`src/hdl/lrupr_pkg.sv`:
```
// Package for the LRU page replacement core: default sizes, register map,
// and the control structs shared by the cell chain and the controller.
// No dependencies.
`default_nettype none

package lrupr_pkg;

    localparam int FRAMES_DEF    = 8;
    localparam int PAGE_BITS_DEF = 16;
    localparam int CFG_W         = 4;
    localparam int CNT_W         = 32;
    localparam int APB_DATA_W    = 32;
    localparam int APB_ADDR_W    = 3;

    localparam logic [CFG_W-1:0] FRAMES_IN_USE_RST = 4'd8;

    // word index of each register (paddr above the byte lanes)
    localparam logic [APB_ADDR_W-3:0] REG_FRAMES_IN_USE = '0;

    // search packet status moving down the chain
    typedef struct packed {
        logic valid;
        logic hit;
        logic found;
    } srch_flags_t;

    // update command broadcast to every cell
    typedef struct packed {
        logic en;
        logic age_all;
        logic wr_page;
    } upd_ctl_t;

endpackage

`default_nettype wire

```
`src/hdl/lrupr_if.sv`:
```
// Valid/ready channel interfaces of the LRU page replacement core:
// page reference requests and replacement results. Depends on lrupr_pkg.
`default_nettype none

interface lrupr_req_if import lrupr_pkg::*; #(
    parameter int PAGE_BITS = PAGE_BITS_DEF
);
    logic                 valid;
    logic                 ready;
    logic [PAGE_BITS-1:0] page_number;

    modport source (output valid, output page_number, input ready);
    modport sink   (input valid, input page_number, output ready);
endinterface

interface lrupr_rsp_if import lrupr_pkg::*; #(
    parameter int FRAMES    = FRAMES_DEF,
    parameter int PAGE_BITS = PAGE_BITS_DEF,
    localparam int SLOT_W   = (FRAMES > 1) ? $clog2(FRAMES) : 1
);
    logic                 valid;
    logic                 ready;
    logic                 hit;
    logic [SLOT_W-1:0]    slot;
    logic                 evicted_valid;
    logic [PAGE_BITS-1:0] evicted_page;
    logic [CNT_W-1:0]     fault_count;
    logic [CNT_W-1:0]     access_count;

    modport source (output valid, output hit, output slot, output evicted_valid,
                    output evicted_page, output fault_count, output access_count,
                    input ready);
    modport sink   (input valid, input hit, input slot, input evicted_valid,
                    input evicted_page, input fault_count, input access_count,
                    output ready);
endinterface

`default_nettype wire

```
`src/hdl/lrupr_cell.sv`:
```
// One frame cell: holds a resident page, its valid bit and recency rank,
// and passes the search packet one cell further each cycle. Uses lrupr_pkg.
`default_nettype none

module lrupr_cell import lrupr_pkg::*; #(
    parameter int FRAMES    = FRAMES_DEF,
    parameter int PAGE_BITS = PAGE_BITS_DEF,
    parameter int IDX       = 0,
    localparam int SLOT_W   = (FRAMES > 1) ? $clog2(FRAMES) : 1,
    localparam int LIM_W    = $clog2(FRAMES + 1)
) (
    input  wire logic                 clk,
    input  wire logic                 rst_n,
    input  wire logic [LIM_W-1:0]     limit,
    input  wire srch_flags_t          in_flags,
    input  wire logic [PAGE_BITS-1:0] in_page,
    input  wire logic [SLOT_W-1:0]    in_hit_slot,
    input  wire logic [SLOT_W-1:0]    in_hit_rank,
    input  wire logic [SLOT_W-1:0]    in_vic_slot,
    input  wire logic [SLOT_W-1:0]    in_vic_rank,
    input  wire logic [PAGE_BITS-1:0] in_vic_page,
    output srch_flags_t               out_flags,
    output logic [PAGE_BITS-1:0]      out_page,
    output logic [SLOT_W-1:0]         out_hit_slot,
    output logic [SLOT_W-1:0]         out_hit_rank,
    output logic [SLOT_W-1:0]         out_vic_slot,
    output logic [SLOT_W-1:0]         out_vic_rank,
    output logic [PAGE_BITS-1:0]      out_vic_page,
    input  wire upd_ctl_t             upd,
    input  wire logic [SLOT_W-1:0]    upd_slot,
    input  wire logic [SLOT_W-1:0]    upd_rank,
    input  wire logic [PAGE_BITS-1:0] upd_page
);

    logic                 valid_reg;
    logic [SLOT_W-1:0]    rank_reg;
    logic [PAGE_BITS-1:0] page_reg;

    srch_flags_t          flags_reg, flags_next;
    logic [PAGE_BITS-1:0] pkt_page_reg;
    logic [SLOT_W-1:0]    hit_slot_reg, hit_slot_next;
    logic [SLOT_W-1:0]    hit_rank_reg, hit_rank_next;
    logic [SLOT_W-1:0]    vic_slot_reg, vic_slot_next;
    logic [SLOT_W-1:0]    vic_rank_reg, vic_rank_next;
    logic [PAGE_BITS-1:0] vic_page_reg, vic_page_next;

    logic in_range, match, better, self;

    assign in_range = LIM_W'(IDX) < limit;
    assign match    = in_range && valid_reg && (page_reg == in_page) && !in_flags.hit;
    assign better   = in_range && valid_reg && (!in_flags.found || (rank_reg > in_vic_rank));
    assign self     = upd_slot == SLOT_W'(IDX);

    always_comb
    begin
        flags_next.valid = in_flags.valid;
        flags_next.hit   = in_flags.hit || match;
        flags_next.found = in_flags.found || better;
        hit_slot_next    = match ? SLOT_W'(IDX) : in_hit_slot;
        hit_rank_next    = match ? rank_reg : in_hit_rank;
        vic_slot_next    = better ? SLOT_W'(IDX) : in_vic_slot;
        vic_rank_next    = better ? rank_reg : in_vic_rank;
        vic_page_next    = better ? page_reg : in_vic_page;
    end

    always_ff @(posedge clk or negedge rst_n)
    begin
        if (!rst_n)
        begin
            valid_reg <= 1'b0;
            rank_reg  <= '0;
            flags_reg <= '0;
        end
        else
        begin
            flags_reg <= flags_next;
            if (upd.en)
            begin
                if (self)
                begin
                    valid_reg <= 1'b1;
                    rank_reg  <= '0;
                end
                else if (valid_reg && (upd.age_all || (rank_reg < upd_rank)))
                begin
                    rank_reg <= rank_reg + SLOT_W'(1);
                end
            end
        end
    end

    always_ff @(posedge clk)
    begin
        pkt_page_reg <= in_page;
        hit_slot_reg <= hit_slot_next;
        hit_rank_reg <= hit_rank_next;
        vic_slot_reg <= vic_slot_next;
        vic_rank_reg <= vic_rank_next;
        vic_page_reg <= vic_page_next;
        if (upd.en && self && upd.wr_page)
        begin
            page_reg <= upd_page;
        end
    end

    assign out_flags    = flags_reg;
    assign out_page     = pkt_page_reg;
    assign out_hit_slot = hit_slot_reg;
    assign out_hit_rank = hit_rank_reg;
    assign out_vic_slot = vic_slot_reg;
    assign out_vic_rank = vic_rank_reg;
    assign out_vic_page = vic_page_reg;

endmodule

`default_nettype wire

```
`src/hdl/lrupr_ctrl.sv`:
```
// Sequencer of the LRU page replacement core: takes a reference, launches
// the search down the cell chain, decides hit/fill/evict, issues the cell
// update and holds the result and the counters. Uses lrupr_pkg, lrupr_if.
`default_nettype none

module lrupr_ctrl import lrupr_pkg::*; #(
    parameter int FRAMES    = FRAMES_DEF,
    parameter int PAGE_BITS = PAGE_BITS_DEF,
    localparam int SLOT_W   = (FRAMES > 1) ? $clog2(FRAMES) : 1,
    localparam int LIM_W    = $clog2(FRAMES + 1)
) (
    input  wire logic                 clk,
    input  wire logic                 rst_n,
    lrupr_req_if.sink                 req,
    lrupr_rsp_if.source               rsp,
    input  wire logic [LIM_W-1:0]     limit,
    output srch_flags_t               inj_flags,
    output logic [PAGE_BITS-1:0]      inj_page,
    input  wire srch_flags_t          fin_flags,
    input  wire logic [SLOT_W-1:0]    fin_hit_slot,
    input  wire logic [SLOT_W-1:0]    fin_hit_rank,
    input  wire logic [SLOT_W-1:0]    fin_vic_slot,
    input  wire logic [SLOT_W-1:0]    fin_vic_rank,
    input  wire logic [PAGE_BITS-1:0] fin_vic_page,
    output upd_ctl_t                  upd,
    output logic [SLOT_W-1:0]         upd_slot,
    output logic [SLOT_W-1:0]         upd_rank,
    output logic [PAGE_BITS-1:0]      upd_page
);

    typedef enum logic [1:0] {
        S_IDLE,
        S_SEARCH,
        S_DECIDE
    } state_t;

    state_t               state_reg;
    srch_flags_t          inj_flags_reg;
    logic [PAGE_BITS-1:0] page_reg;

    logic                 fin_hit_reg;
    logic [SLOT_W-1:0]    fin_hit_slot_reg, fin_hit_rank_reg;
    logic [SLOT_W-1:0]    fin_vic_slot_reg, fin_vic_rank_reg;
    logic [PAGE_BITS-1:0] fin_vic_page_reg;

    logic [LIM_W-1:0]     filled_reg;
    logic [CNT_W-1:0]     faults_reg, refs_reg;

    upd_ctl_t             upd_reg;
    logic [SLOT_W-1:0]    upd_slot_reg, upd_rank_reg;

    logic                 rsp_valid_reg, rsp_hit_reg, rsp_ev_reg;
    logic [SLOT_W-1:0]    rsp_slot_reg;
    logic [PAGE_BITS-1:0] rsp_ev_page_reg;

    upd_ctl_t             dec_upd;
    logic [SLOT_W-1:0]    dec_slot, dec_rank;
    logic                 dec_ev, dec_fill, out_free, dec_go;
    logic [PAGE_BITS-1:0] dec_ev_page;
    logic [CNT_W-1:0]     faults_next, refs_next;

    always_comb
    begin
        dec_upd     = '{en: 1'b1, age_all: 1'b0, wr_page: 1'b0};
        dec_slot    = fin_hit_slot_reg;
        dec_rank    = fin_hit_rank_reg;
        dec_ev      = 1'b0;
        dec_ev_page = '0;
        dec_fill    = 1'b0;
        if (!fin_hit_reg)
        begin
            dec_upd.wr_page = 1'b1;
            if (filled_reg < limit)
            begin
                dec_slot        = filled_reg[SLOT_W-1:0];
                dec_upd.age_all = 1'b1;
                dec_fill        = 1'b1;
            end
            else
            begin
                dec_slot    = fin_vic_slot_reg;
                dec_rank    = fin_vic_rank_reg;
                dec_ev      = 1'b1;
                dec_ev_page = fin_vic_page_reg;
            end
        end
    end

    assign out_free    = !rsp_valid_reg || rsp.ready;
    assign dec_go      = (state_reg == S_DECIDE) && out_free;
    assign refs_next   = (refs_reg == '1) ? refs_reg : refs_reg + CNT_W'(1);
    assign faults_next = (fin_hit_reg || (faults_reg == '1)) ? faults_reg
                                                             : faults_reg + CNT_W'(1);

    always_ff @(posedge clk or negedge rst_n)
    begin
        if (!rst_n)
        begin
            state_reg        <= S_IDLE;
            inj_flags_reg    <= '0;
            page_reg         <= '0;
            fin_hit_reg      <= 1'b0;
            fin_hit_slot_reg <= '0;
            fin_hit_rank_reg <= '0;
            fin_vic_slot_reg <= '0;
            fin_vic_rank_reg <= '0;
            fin_vic_page_reg <= '0;
            filled_reg       <= '0;
            faults_reg       <= '0;
            refs_reg         <= '0;
            upd_reg          <= '0;
            upd_slot_reg     <= '0;
            upd_rank_reg     <= '0;
            rsp_valid_reg    <= 1'b0;
            rsp_hit_reg      <= 1'b0;
            rsp_ev_reg       <= 1'b0;
            rsp_slot_reg     <= '0;
            rsp_ev_page_reg  <= '0;
        end
        else
        begin
            inj_flags_reg <= '{valid: (state_reg == S_IDLE) && req.valid,
                               hit: 1'b0, found: 1'b0};
            if (dec_go)
            begin
                upd_reg       <= dec_upd;
                rsp_valid_reg <= 1'b1;
            end
            else
            begin
                upd_reg <= '0;
                if (rsp.ready)
                begin
                    rsp_valid_reg <= 1'b0;
                end
            end
            unique case (state_reg)
                S_IDLE:
                begin
                    if (req.valid)
                    begin
                        page_reg  <= req.page_number;
                        state_reg <= S_SEARCH;
                    end
                end
                S_SEARCH:
                begin
                    if (fin_flags.valid)
                    begin
                        fin_hit_reg      <= fin_flags.hit;
                        fin_hit_slot_reg <= fin_hit_slot;
                        fin_hit_rank_reg <= fin_hit_rank;
                        fin_vic_slot_reg <= fin_vic_slot;
                        fin_vic_rank_reg <= fin_vic_rank;
                        fin_vic_page_reg <= fin_vic_page;
                        state_reg        <= S_DECIDE;
                    end
                end
                S_DECIDE:
                begin
                    if (out_free)
                    begin
                        upd_slot_reg    <= dec_slot;
                        upd_rank_reg    <= dec_rank;
                        rsp_hit_reg     <= fin_hit_reg;
                        rsp_slot_reg    <= dec_slot;
                        rsp_ev_reg      <= dec_ev;
                        rsp_ev_page_reg <= dec_ev_page;
                        faults_reg      <= faults_next;
                        refs_reg        <= refs_next;
                        if (dec_fill)
                        begin
                            filled_reg <= filled_reg + LIM_W'(1);
                        end
                        state_reg <= S_IDLE;
                    end
                end
                default:
                begin
                    state_reg <= S_IDLE;
                end
            endcase
        end
    end

    assign req.ready         = (state_reg == S_IDLE);
    assign inj_flags         = inj_flags_reg;
    assign inj_page          = page_reg;
    assign upd               = upd_reg;
    assign upd_slot          = upd_slot_reg;
    assign upd_rank          = upd_rank_reg;
    assign upd_page          = page_reg;

    assign rsp.valid         = rsp_valid_reg;
    assign rsp.hit           = rsp_hit_reg;
    assign rsp.slot          = rsp_slot_reg;
    assign rsp.evicted_valid = rsp_ev_reg;
    assign rsp.evicted_page  = rsp_ev_page_reg;
    assign rsp.fault_count   = faults_reg;
    assign rsp.access_count  = refs_reg;

    a_fin_in_search: assert property (@(posedge clk) disable iff (!rst_n)
        fin_flags.valid |-> state_reg == S_SEARCH)
        else $error("search packet left the chain outside the search phase");

    a_upd_after_decide: assert property (@(posedge clk) disable iff (!rst_n)
        upd_reg.en |-> $past(state_reg) == S_DECIDE && state_reg == S_IDLE)
        else $error("cell update issued without a decision");

    a_evict_is_fault: assert property (@(posedge clk) disable iff (!rst_n)
        rsp_valid_reg && rsp_ev_reg |-> !rsp_hit_reg)
        else $error("eviction reported on a hit");

    a_counts_order: assert property (@(posedge clk) disable iff (!rst_n)
        faults_reg <= refs_reg)
        else $error("fault count above access count");

    a_filled_bound: assert property (@(posedge clk) disable iff (!rst_n)
        filled_reg <= LIM_W'(FRAMES))
        else $error("filled slot count beyond frame count");

endmodule

`default_nettype wire

```
`src/hdl/lru_page_replacement_core.sv`:
```
// Top level of the LRU page replacement core: APB register, frame limit,
// the chain of frame cells and the sequencer.
// Depends on lrupr_pkg, lrupr_if, lrupr_cell, lrupr_ctrl.
//
//  port group   dir   handshake            payload
//  req          in    valid/ready          page_number
//  rsp          out   valid/ready          hit, slot, evicted_valid, evicted_page,
//                                          fault_count, access_count
//  apb          in    psel/penable/pready  paddr, pwrite, pwdata -> prdata
//
// The search packet walks the cell chain one cell per cycle; the controller then
// decides and registers the cell update before it takes the next reference.
// A finished result waits in the output register; the next reference is taken
// while it waits, and the decision stalls only if the previous result is still held.
// Reset empties every frame, clears both counters and sets frames_in_use to 8.
`default_nettype none

module lru_page_replacement_core import lrupr_pkg::*; #(
    parameter int FRAMES    = FRAMES_DEF,
    parameter int PAGE_BITS = PAGE_BITS_DEF
) (
    input  wire logic                  clk,
    input  wire logic                  rst_n,
    lrupr_req_if.sink                  req,
    lrupr_rsp_if.source                rsp,
    input  wire logic                  psel,
    input  wire logic                  penable,
    input  wire logic                  pwrite,
    input  wire logic [APB_ADDR_W-1:0] paddr,
    input  wire logic [APB_DATA_W-1:0] pwdata,
    output logic      [APB_DATA_W-1:0] prdata,
    output logic                       pready
);

    localparam int SLOT_W = (FRAMES > 1) ? $clog2(FRAMES) : 1;
    localparam int LIM_W  = $clog2(FRAMES + 1);
    localparam int CMP_W  = (LIM_W > CFG_W) ? LIM_W : CFG_W;

    logic [CFG_W-1:0] frames_reg;
    logic             reg_sel;
    logic [CMP_W-1:0] cfg_ext, lim_ext;
    logic [LIM_W-1:0] limit;

    assign reg_sel = paddr[APB_ADDR_W-1:2] == REG_FRAMES_IN_USE;
    assign pready  = 1'b1;
    assign prdata  = reg_sel ? {{(APB_DATA_W-CFG_W){1'b0}}, frames_reg} : '0;

    always_ff @(posedge clk or negedge rst_n)
    begin
        if (!rst_n)
        begin
            frames_reg <= FRAMES_IN_USE_RST;
        end
        else if (psel && penable && pwrite && reg_sel)
        begin
            frames_reg <= pwdata[CFG_W-1:0];
        end
    end

    // zero acts as one, anything above FRAMES as FRAMES
    always_comb
    begin
        cfg_ext = CMP_W'(frames_reg);
        if (cfg_ext == '0)
        begin
            lim_ext = CMP_W'(1);
        end
        else if (cfg_ext > CMP_W'(FRAMES))
        begin
            lim_ext = CMP_W'(FRAMES);
        end
        else
        begin
            lim_ext = cfg_ext;
        end
    end
    assign limit = lim_ext[LIM_W-1:0];

    srch_flags_t          ch_flags    [FRAMES+1];
    logic [PAGE_BITS-1:0] ch_page     [FRAMES+1];
    logic [SLOT_W-1:0]    ch_hit_slot [FRAMES+1];
    logic [SLOT_W-1:0]    ch_hit_rank [FRAMES+1];
    logic [SLOT_W-1:0]    ch_vic_slot [FRAMES+1];
    logic [SLOT_W-1:0]    ch_vic_rank [FRAMES+1];
    logic [PAGE_BITS-1:0] ch_vic_page [FRAMES+1];

    upd_ctl_t             upd;
    logic [SLOT_W-1:0]    upd_slot, upd_rank;
    logic [PAGE_BITS-1:0] upd_page;

    assign ch_hit_slot[0] = '0;
    assign ch_hit_rank[0] = '0;
    assign ch_vic_slot[0] = '0;
    assign ch_vic_rank[0] = '0;
    assign ch_vic_page[0] = '0;

    for (genvar i = 0; i < FRAMES; i++)
    begin : g_cell
        lrupr_cell #(
            .FRAMES    (FRAMES),
            .PAGE_BITS (PAGE_BITS),
            .IDX       (i)
        ) u_cell (
            .clk          (clk),
            .rst_n        (rst_n),
            .limit        (limit),
            .in_flags     (ch_flags[i]),
            .in_page      (ch_page[i]),
            .in_hit_slot  (ch_hit_slot[i]),
            .in_hit_rank  (ch_hit_rank[i]),
            .in_vic_slot  (ch_vic_slot[i]),
            .in_vic_rank  (ch_vic_rank[i]),
            .in_vic_page  (ch_vic_page[i]),
            .out_flags    (ch_flags[i+1]),
            .out_page     (ch_page[i+1]),
            .out_hit_slot (ch_hit_slot[i+1]),
            .out_hit_rank (ch_hit_rank[i+1]),
            .out_vic_slot (ch_vic_slot[i+1]),
            .out_vic_rank (ch_vic_rank[i+1]),
            .out_vic_page (ch_vic_page[i+1]),
            .upd          (upd),
            .upd_slot     (upd_slot),
            .upd_rank     (upd_rank),
            .upd_page     (upd_page)
        );
    end

    lrupr_ctrl #(
        .FRAMES    (FRAMES),
        .PAGE_BITS (PAGE_BITS)
    ) u_ctrl (
        .clk          (clk),
        .rst_n        (rst_n),
        .req          (req),
        .rsp          (rsp),
        .limit        (limit),
        .inj_flags    (ch_flags[0]),
        .inj_page     (ch_page[0]),
        .fin_flags    (ch_flags[FRAMES]),
        .fin_hit_slot (ch_hit_slot[FRAMES]),
        .fin_hit_rank (ch_hit_rank[FRAMES]),
        .fin_vic_slot (ch_vic_slot[FRAMES]),
        .fin_vic_rank (ch_vic_rank[FRAMES]),
        .fin_vic_page (ch_vic_page[FRAMES]),
        .upd          (upd),
        .upd_slot     (upd_slot),
        .upd_rank     (upd_rank),
        .upd_page     (upd_page)
    );

endmodule

`default_nettype wire
```
`src/flat_wrapper.sv`:
```
// flat-port wrapper written by rule: the top's interface ports become plain ports
module lru_page_replacement_core_flat import lrupr_pkg::*;
#(
    parameter int FRAMES    = FRAMES_DEF,
    parameter int PAGE_BITS = PAGE_BITS_DEF
)
  (clk, rst_n, psel, penable, pwrite, paddr, pwdata, prdata, pready, req_valid, req_page_number, req_ready, rsp_valid, rsp_hit, rsp_slot, rsp_evicted_valid, rsp_evicted_page, rsp_fault_count, rsp_access_count, rsp_ready);
  lrupr_req_if #(.PAGE_BITS(PAGE_BITS)) req_i ();
  lrupr_rsp_if #(.FRAMES(FRAMES), .PAGE_BITS(PAGE_BITS)) rsp_i ();
  input  wire logic clk;
  input  wire logic rst_n;
  input  wire logic psel;
  input  wire logic penable;
  input  wire logic pwrite;
  input  wire logic [APB_ADDR_W-1:0] paddr;
  input  wire logic [APB_DATA_W-1:0] pwdata;
  output logic      [APB_DATA_W-1:0] prdata;
  output logic pready;
  input wire logic [$bits(req_i.valid)-1:0] req_valid;
  input wire logic [$bits(req_i.page_number)-1:0] req_page_number;
  output wire logic [$bits(req_i.ready)-1:0] req_ready;
  output wire logic [$bits(rsp_i.valid)-1:0] rsp_valid;
  output wire logic [$bits(rsp_i.hit)-1:0] rsp_hit;
  output wire logic [$bits(rsp_i.slot)-1:0] rsp_slot;
  output wire logic [$bits(rsp_i.evicted_valid)-1:0] rsp_evicted_valid;
  output wire logic [$bits(rsp_i.evicted_page)-1:0] rsp_evicted_page;
  output wire logic [$bits(rsp_i.fault_count)-1:0] rsp_fault_count;
  output wire logic [$bits(rsp_i.access_count)-1:0] rsp_access_count;
  input wire logic [$bits(rsp_i.ready)-1:0] rsp_ready;
  assign req_i.valid = req_valid;
  assign req_i.page_number = req_page_number;
  assign req_ready = req_i.ready;
  assign rsp_valid = rsp_i.valid;
  assign rsp_hit = rsp_i.hit;
  assign rsp_slot = rsp_i.slot;
  assign rsp_evicted_valid = rsp_i.evicted_valid;
  assign rsp_evicted_page = rsp_i.evicted_page;
  assign rsp_fault_count = rsp_i.fault_count;
  assign rsp_access_count = rsp_i.access_count;
  assign rsp_i.ready = rsp_ready;
  lru_page_replacement_core #(.FRAMES(FRAMES), .PAGE_BITS(PAGE_BITS)) u_core (.clk(clk), .rst_n(rst_n), .req(req_i), .rsp(rsp_i), .psel(psel), .penable(penable), .pwrite(pwrite), .paddr(paddr), .pwdata(pwdata), .prdata(prdata), .pready(pready));
endmodule
```
`config.mk`:
```
export PLATFORM = sky130hd
export DESIGN_NAME = lru_page_replacement_core_flat
export DESIGN_NICKNAME = d
export VERILOG_FILES = /design/src/hdl/lrupr_pkg.sv /design/src/hdl/lrupr_if.sv /design/src/hdl/lrupr_cell.sv /design/src/hdl/lrupr_ctrl.sv /design/src/hdl/lru_page_replacement_core.sv /design/src/flat_wrapper.sv
export SDC_FILE = /design/constraint.sdc
export NUM_CORES = 1
export LEC_CHECK = 0
export ABC_AREA = 1
export BUFFER_PORTS_ARGS = -buffer_cell sky130_fd_sc_hd__buf_2
export CAP_MARGIN = 5
export CORE_MARGIN = 4
export CORE_UTILIZATION = 40
export CTS_CLUSTER_DIAMETER = 100
export DETAILED_ROUTE_END_ITERATION = 16
export GPL_TIMING_DRIVEN = 0
export SYNTH_ARGS = -nofsm -noshare
export SYNTH_HDL_FRONTEND = slang
export SYNTH_SLANG_ARGS = --single-unit
```
`constraint.sdc`:
```
create_clock -name clk -period 4.4 [get_ports clk]
set_input_delay 0.44 -clock clk [delete_from_list [all_inputs] [get_ports clk]]
set_output_delay 0.44 -clock clk [all_outputs]
set_load 0.05 [all_outputs]
```
==> results of run 1 <==
-- tightest hold or removal path, cell delays in order --
cell     delay, ns
buf_2         0.07
nand2_1       0.04
nand2_1       0.04
-- Yosys cell counts (3+ instances only) --
cell type,number
buf_4,33
inv_1,282
or2_2,19
clkbuf_1,20
dfxtp_1,322
nand3_1,76
nand3_2,4
inv_2,11
nand2_2,5
nand4_1,29
xnor2_1,39
nor3_1,43
o21ai_1,5
o21ai_2,16
o21ai_0,152
edfxtp_1,128
ha_1,51
a21oi_1,49
nor2_4,3
nand2_4,3
dfrtp_1,202
nand3b_1,13
buf_6,6
nor2_1,193
nand2_1,790
mux2_2,20
xor2_1,98
o22ai_1,11
buf_2,20
nor2_2,9
-- placed cells by master, fill, tap and decap left out, types with 41 or more instances in the layout --
master     synthesis  layout
buf_2             20     137
nor2_1           193     190
o21ai_0          152     152
clkbuf_1          20      41
a21oi_1           49      49
inv_1            282     282
nand2_1          790     790
dfrtp_1          202     202
xor2_1            98      98
nand3_1           76      76
ha_1              51      51
dfxtp_1          322     322
nor3_1            43      43
edfxtp_1         128     128
clkbuf_16          0      77
-- per-layer routing --
metal  GRT usage [%]  vias up
li1                -     8895
met1            22.3     8116
met2            30.3      349
met3            3.22      130
met4            6.46        0
met5               0        -
-- final timing paths --
path,startpoint,to,slack [ns],cells past startpoint
worst max-delay path,u_core.u_ctrl.upd[2],u_core.g_cell[1].u_cell.page_reg[12],1.69,4
worst min-delay path,req_page_number[8],u_core.u_ctrl.inj_page[8],0.04,3
worst max register to register,u_core.u_ctrl.upd[2],u_core.g_cell[1].u_cell.page_reg[12],1.69,4
worst min register to register,u_core.g_cell[1].u_cell.out_flags[2],u_core.g_cell[2].u_cell.out_flags[2],0.34,0
max in group asynchronous,rst_n,u_core.g_cell[1].u_cell.out_flags[1],2.79,3
min in group asynchronous,rst_n,u_core.u_ctrl.rsp.fault_count[12],0.47,2
-- power by group through the flow --
stage / sequential [mW] / combinational [mW] / clock, mW
after CTS: 9.25 / 5.04 / 6.00
after floorplan: 9.69 / 2.80 / 0
after global placement: 9.32 / 4.90 / 0
after global routing: 9.45 / 5.54 / 6.25
after detailed placement: 9.37 / 5.02 / 0
final: 9.24 / 4.98 / 5.85
-- logic make-up (layout without fill, tap and decap cells) --
logic type | Yosys count | after routing | synth area share (%)
AO/OA/AOI/OAI | 241 | 241 | 5.15
XOR/XNOR | 137 | 137 | 4.73
adder cells (fa/ha/maj) | 51 | 51 | 2.52
buffers and inverters | 374 | 630 | 6.30
flip-flops | 653 | 653 | 60.6
multiplexers | 20 | 20 | 0.888
other | 2 | 29 | 0.0296
AND/OR/NAND/NOR | 1201 | 1201 | 19.8
-- layout make-up --
class,count,area (um2)
timing repair buffer,125,676
fill,5997,33400
sequential,653,15400
tap,846,1060
clock inverter,24,213
clock buffer,107,2130
buffer,80,494
inverter,294,1100
multi-input combinational,1679,8500
-- repair_timing --
item / 4_1_cts / 5_1_grt
endpoints found under the setup margin: 0 / 0
resized for setup: 0 / 0
endpoints found under the hold margin: 96 / 0
hold buffers: 1 / 0
==> metrics.md, run 1 <==
| Metric | Value |
|---|---|
| Clk slew on worst S/H paths | `around 0.060 ns` |
| Post-DR wirelength/cell | `15.7 um` |
| Startpoint Class | `flip-flop` |
| Status | `finished, final reports clean` |
| Hold crit path type | `in -> reg` |
| NetSw | `between 7 and 8 mW` |
| First-pass GRT wire length | `around 95,000 um` |
| Die Wd | `260 um` |
| # rows | `92` |
| Die area | `67,500 um2` |
| Ys async rst share | `31.1%` |
| Yosys reg bits | `653` |
| Post-Synthesis Cells | `roughly 2,700` |
| Gate power share | `between 20% and 30%` |
| Top sig layer | `met4` |
| Total Wirelength | `59,900 um` |
| Root buffer cell | `clkbuf_16` |
| Pwr Total | `~20 mW` |
| CP cell instances | `clkbuf_1 -> clkbuf_1 -> nand2_1 -> nor2_2` |
| Die Y | `around 260 um` |
| Clock power frac | `just under 30%` |
| WL met1 | `approximately 26,000 um` |
| Yosys top cell area share | `25.4%` |
| Non-filler cells, final | `~3,800` |
| Worst Path Arrival | `roughly 2.9 ns` |
| Final period utilization | `just over 60%` |
| Antenna Nets Post-Route | `0` |
| Via-per-instance ratio | `approximately 4.6` |
| Area Overhead vs Synth | `16.5%` |
| Slowest stage cell, crit path | `nor2_2` |
| Post-route setup slack | `approximately 1.7 ns` |
| Diode count | `0` |
| Power share of the sequential group | `between 40% and 50%` |
| Top_reg_cell synth | `dfxtp_1` |
| Ys Warns | `0` |
| Cell taking the most area after synthesis | `dfxtp_1` |
| Layout Skew | `roughly 0.023 ns` |
| Max Clk Rate | `0.369 GHz` |
| Average size of a mapped cell | `around 9.5 um2` |
| Clk buf depth | `3` |
| Post-synth cell types | `50` |
| VDD IR-drop max | `approximately 0.37 mV` |
| Met3 WL | `between 2000 and 2500 um` |
| Measured slew at the worst slew-check pin | `between 1 and 1.5 ns` |
| Layout cells sized above 1 | `between 10% and 20%` |
| CTS tree | `done` |
| Initial Utilization | `between 40% and 50%` |
| Fin nets | `3,013` |
| IO buf count | `between 100 and 150` |
| Final instance area | `~30,000 um2` |
| Hold Slack | `roughly 0.044 ns` |
| Crit path max fanout | `16` |
| RSZ-0062 raised after global routing | `no` |
| Core area | `about 63,000 um2` |
| Placed cell area | `between 20,000 and 30,000 um2` |
| Worst path top cell family by delay | `buffers and inverters` |
| Initial antenna violation count | `0` |
| DP Worst Slack | `between 1 and 1.5 ns` |
| Core Util, Final | `46.9%` |
| Sw Ratio | `a little over a third` |
| Final hold vios | `0` |
| Min Tclk post-route | `approximately 2.7 ns` |
| Synthesized cell area | `around 25,000 um2` |
| Top cells by area, synth | `dfxtp_1 (25%), dfrtp_1 (20%), edfxtp_1 (15%)` |
| CP Capture Type | `flip-flop` |
| DR WL met2 | `roughly 29,000 um` |
| Initial DRT Pass Iterations | `5` |
| Buf/Inv on CP | `2` |
| PwrDens | `around 680 nW/um2` |
| Max-slew violation count | `0` |
| Hpwl dp | `approximately 46,000 um` |
| Setup_tns | `0 ns` |
| Critical Path Most Common Cell | `clkbuf_1` |
| DR vias | `between 15,000 and 20,000` |
| # IOs | `178` |
| Placed cells | `3,671` |
| Crit Path Class | `reg -> reg` |
| # clock sinks | `between 600 and 700` |
| Clock network latency to the later pin of the worst-skew pair | `~0.60 ns` |
| Max-slew headroom | `between 30% and 40%` |
| Maxcap violations | `0` |
| Endpoints failing setup | `0` |
| EDFF count, synth | `between 100 and 150` |
| H-Tree Depth | `3` |
| DRT iter0 DRCs | `~970` |
| P_int | `approximately 13 mW` |
| GPL Wtd Cong | `around 0.88` |
| Worst path max stage delay | `0.67 ns` |
| Critical Path RT | `4.62 ns` |
| Vias in the first global route | `between 15,000 and 20,000` |
| GRT overflow | `0` |
| Setup bufs post-CTS | `0` |
| Largest net degree at the start of global routing | `around 110` |
| Pleak | `~14 nW` |
| Total GRT Usage | `17.6%` |
| Sequential area share after synthesis | `about 61%` |
| DRC | `0` |
| CTS buffer count | `between 70 and 80` |
(Power assumes the default switching activity.)
==> run 2: changes to the inputs <==
--- a/config.mk
+++ b/config.mk
@@ -5,7 +5,7 @@
 export SDC_FILE = /design/constraint.sdc
 export NUM_CORES = 1
 export LEC_CHECK = 0
-export ABC_AREA = 1
+export ABC_AREA = 0
 export BUFFER_PORTS_ARGS = -buffer_cell sky130_fd_sc_hd__buf_2
 export CAP_MARGIN = 5
 export CORE_MARGIN = 4
==> constraint.sdc (replaced) <==
create_clock -name clk -period 2.4 [get_ports clk]
set_input_delay 0.24 -clock clk [delete_from_list [all_inputs] [get_ports clk]]
set_output_delay 0.24 -clock clk [all_outputs]
set_load 0.05 [all_outputs]
==> run 2 against run 1 <==
Via count down 22%. Routed wire length down 14%. First-iteration DRC count down 12%. Setup slack worse by 1.6 ns. Sequential power up 77%. Global-route usage down 1.3 points. Clock skew up 0.0022 ns. Critical path type unchanged. Critical endpoint is now u_core.g_cell[6].u_cell.out_hit_rank[0].
==> metrics.md, run 2 <==
| Metric | Value |
|---|---|
| Sequential cell area | `15,400 um2` |
| Hold Slack | `about 0.14 ns` |
| Sequential area share after synthesis | `between 60 and 70%` |
| Top_reg_cell synth | `dfxtp_1` |
| Synthesized cell area | `23,900 um2` |
| Clk buf depth | `3` |
| Max-slew violation count | `0` |
| CP Capture Type | `flip-flop` |
| Area of the multi-input gates | `about 8000 um2` |
| Total GRT Usage | `16.3%` |
| Final hold vios | `0` |
| EDFF count, synth | `between 100 and 150` |
| Clk slew on worst S/H paths | `around 0.06 ns` |
| Min Tclk post-route | `between 2 and 2.5 ns` |
| PwrDens | `1150 nW/um2` |
| Hpwl dp | `~38,000 um` |
| Ys async rst share | `about 31%` |
| Final period utilization | `a little over nine tenths` |
| # rows | `a little under 90` |
| Maxcap violations | `0` |
| IO buf count | `around 120` |
| CTS buffer count | `67` |
| Crit Path Class | `reg -> reg` |
| Fin nets | `2,132` |
| GPL Wtd Cong | `~0.83` |
| Crit path max fanout | `6` |
| Critical Path Start | `u_core.cfg_ext[3]` |
| Initial DRT Pass Iterations | `5` |
| Clock network latency to the later pin of the worst-skew pair | `roughly 0.60 ns` |
| Yosys reg bits | `653` |
| Top cells by count, synth | `dfxtp_1 (322), mux2_2 (207), dfrtp_1 (202)` |
| Vias in the first global route | `roughly 15,000` |
| Cell taking the most area after synthesis | `dfxtp_1` |
| CTS tree | `done` |
| Die area | `between 60,000 and 70,000 um2` |
| Largest net degree at the start of global routing | `73` |
| Top cells by area, synth | `dfxtp_1 (27%), dfrtp_1 (21%), edfxtp_1 (16%)` |
| Area Overhead vs Synth | `19.1%` |
| Measured slew at the worst slew-check pin | `0.855 ns` |
| Post-synth cell types | `64` |
| Via-per-instance ratio | `roughly 4.8` |
| Fill cells | `~5,200` |
| # IOs | `178` |
| Hold Crit Start | `pwrite` |
| Endpoints failing setup | `0` |
| Die Wd | `252 um` |
| Post-Synthesis Cells | `around 1,800` |
| Most common cell in the netlist | `dfxtp_1` |
| Average size of a mapped cell | `between 10 and 15 um2` |
| Worst Path Arrival | `2.80 ns` |
| Core area | `around 59,000 um2` |
| H-Tree Depth | `3` |
| Diode count | `0` |
| VDD IR-drop max | `roughly 0.65 mV` |
| Post-DR wirelength/cell | `~18 um` |
| Layout Skew | `~0.025 ns` |
| First-pass GRT wire length | `roughly 82,000 um` |
| Antenna Nets Post-Route | `0` |
| RSZ-0062 raised after global routing | `yes` |
| # clock sinks | `653` |
| DRT iter0 DRCs | `roughly 860` |
| Status | `finished, final reports clean` |
| Layout cells sized above 1 | `a little over a quarter` |
| Max-slew headroom | `a little over two fifths` |
| Initial Utilization | `between 40% and 50%` |
| RR Startpoint | `u_core.cfg_ext[3]` |
| Critical Path RT | `2.88 ns` |
| Startpoint Class | `flip-flop` |
| Commonest non-fill, non-tap cell in the layout | `dfxtp_1` |
| Initial antenna violation count | `0` |
| GRT overflow | `0` |
| Yosys top cell area share | `between 20 and 30%` |
| Max Clk Rate | `~0.43 GHz` |
| Pwr Total | `between 30 and 40 mW` |
| Root buffer cell | `clkbuf_16` |
| DRC | `0` |
| Setup_tns | `0 ns` |
| Total Wirelength | `51,500 um` |
| Most frequent cells in the layout | `dfxtp_1 (322), mux2_2 (206), dfrtp_1 (199)` |
| DR vias | `around 14,000` |
| Hold crit path type | `in -> reg` |
| Pleak | `between 10 and 15 nW` |
| Die Y | `roughly 250 um` |
| Ys Warns | `0` |
-- run 2: cell types whose count changed after synthesis, sizes merged, moves of 31 or more --
| cell | delta |
|---|---|
| nand2 | -738 |
| inv | -246 |
| mux2 | +187 |
| nor2 | -164 |
| o21ai | -142 |
| xnor2 | +38 |
| nor4 | +31 |
-- run 2: critical path, stage by stage (launching register included) --
cell     delay [ns]
dfstp_2        0.59
buf_4          0.18
o21ai_2        0.11
or4_1          0.56
or3_1          0.31
buf_2          0.18
mux2_2         0.27
-- run 2: power by group --
group          internal, mW  switching, mW
clock network          6.20           4.30
logic                  2.63           3.04
registers              14.3           2.15
total                  23.1           9.50
-- run 2: kinds of logic after synthesis --
kind of cell	share of synthesized area, %
xor+xnor	6.83
flops	64.4
buf+inv	2.38
simple gates	9.25
fa+ha+maj	2.67
other cells	0.0315
mux	10.3
compound gates	4.16
-- run 2: routing by layer --
metal,routed length (um),track usage [%]
met5,0,0
met1,22300,20.7
met2,25600,28.2
met4,1350,5.93
met3,2270,2.87
-- run 2: area by class of cell --
cell class              instances  share of cell area (%)
well taps                     773                    3.40
flip-flops and latches        653                    54.1
multi-input cells            1029                    28.8
clock buffers                 101                    7.06
clock inverters                23                   0.995
inverters                      49                   0.660
repair buffers                157                    3.56
plain buffers                  66                    1.43
-- run 2: per-stage QoR --
step / utilization, % / std cells / setup WS [ns] / area (um2)
3_3_place_gp: 43.3 / 2690 / -2.83 / 25500
5_1_grt: 48.2 / 2851 / -0.0738 / 28400
4_1_cts: 48.0 / 2849 / 0.00133 / 28300
2_1_floorplan: - / 1799 / -0.0885 / 24000
6_report: 48.2 / 2851 / 0.0817 / 28400
3_5_place_dp: 43.5 / 2698 / -0.814 / 25700
-- run 2: repair_timing --
action / in CTS / in global routing
endpoints found under the hold margin: 83 / 0
endpoints found under the setup margin: 261 / 178
hold buffers: 23 / 0
gates resized for setup: 33 / 32
setup buffers: 4 / 4
pin swaps: 4 / 3
-- run 2: worst paths after layout --
| path | end | slack, ns | cells after the start |
|---|---|---|---|
| worst max-delay path | u_core.g_cell[6].u_cell.out_hit_rank[0] | 0.08 | 6 |
| worst min-delay path | u_core.cfg_ext[0] | 0.14 | 3 |
| worst max register to register | u_core.g_cell[6].u_cell.out_hit_rank[0] | 0.08 | 6 |
| worst min register to register | u_core.g_cell[0].u_cell.out_flags[2] | 0.35 | 0 |
| max in group asynchronous | u_core.u_ctrl.fin_vic_page_reg[3] | 1.12 | 4 |
| min in group asynchronous | u_core.u_ctrl.rsp.fault_count[23] | 0.18 | 2 |
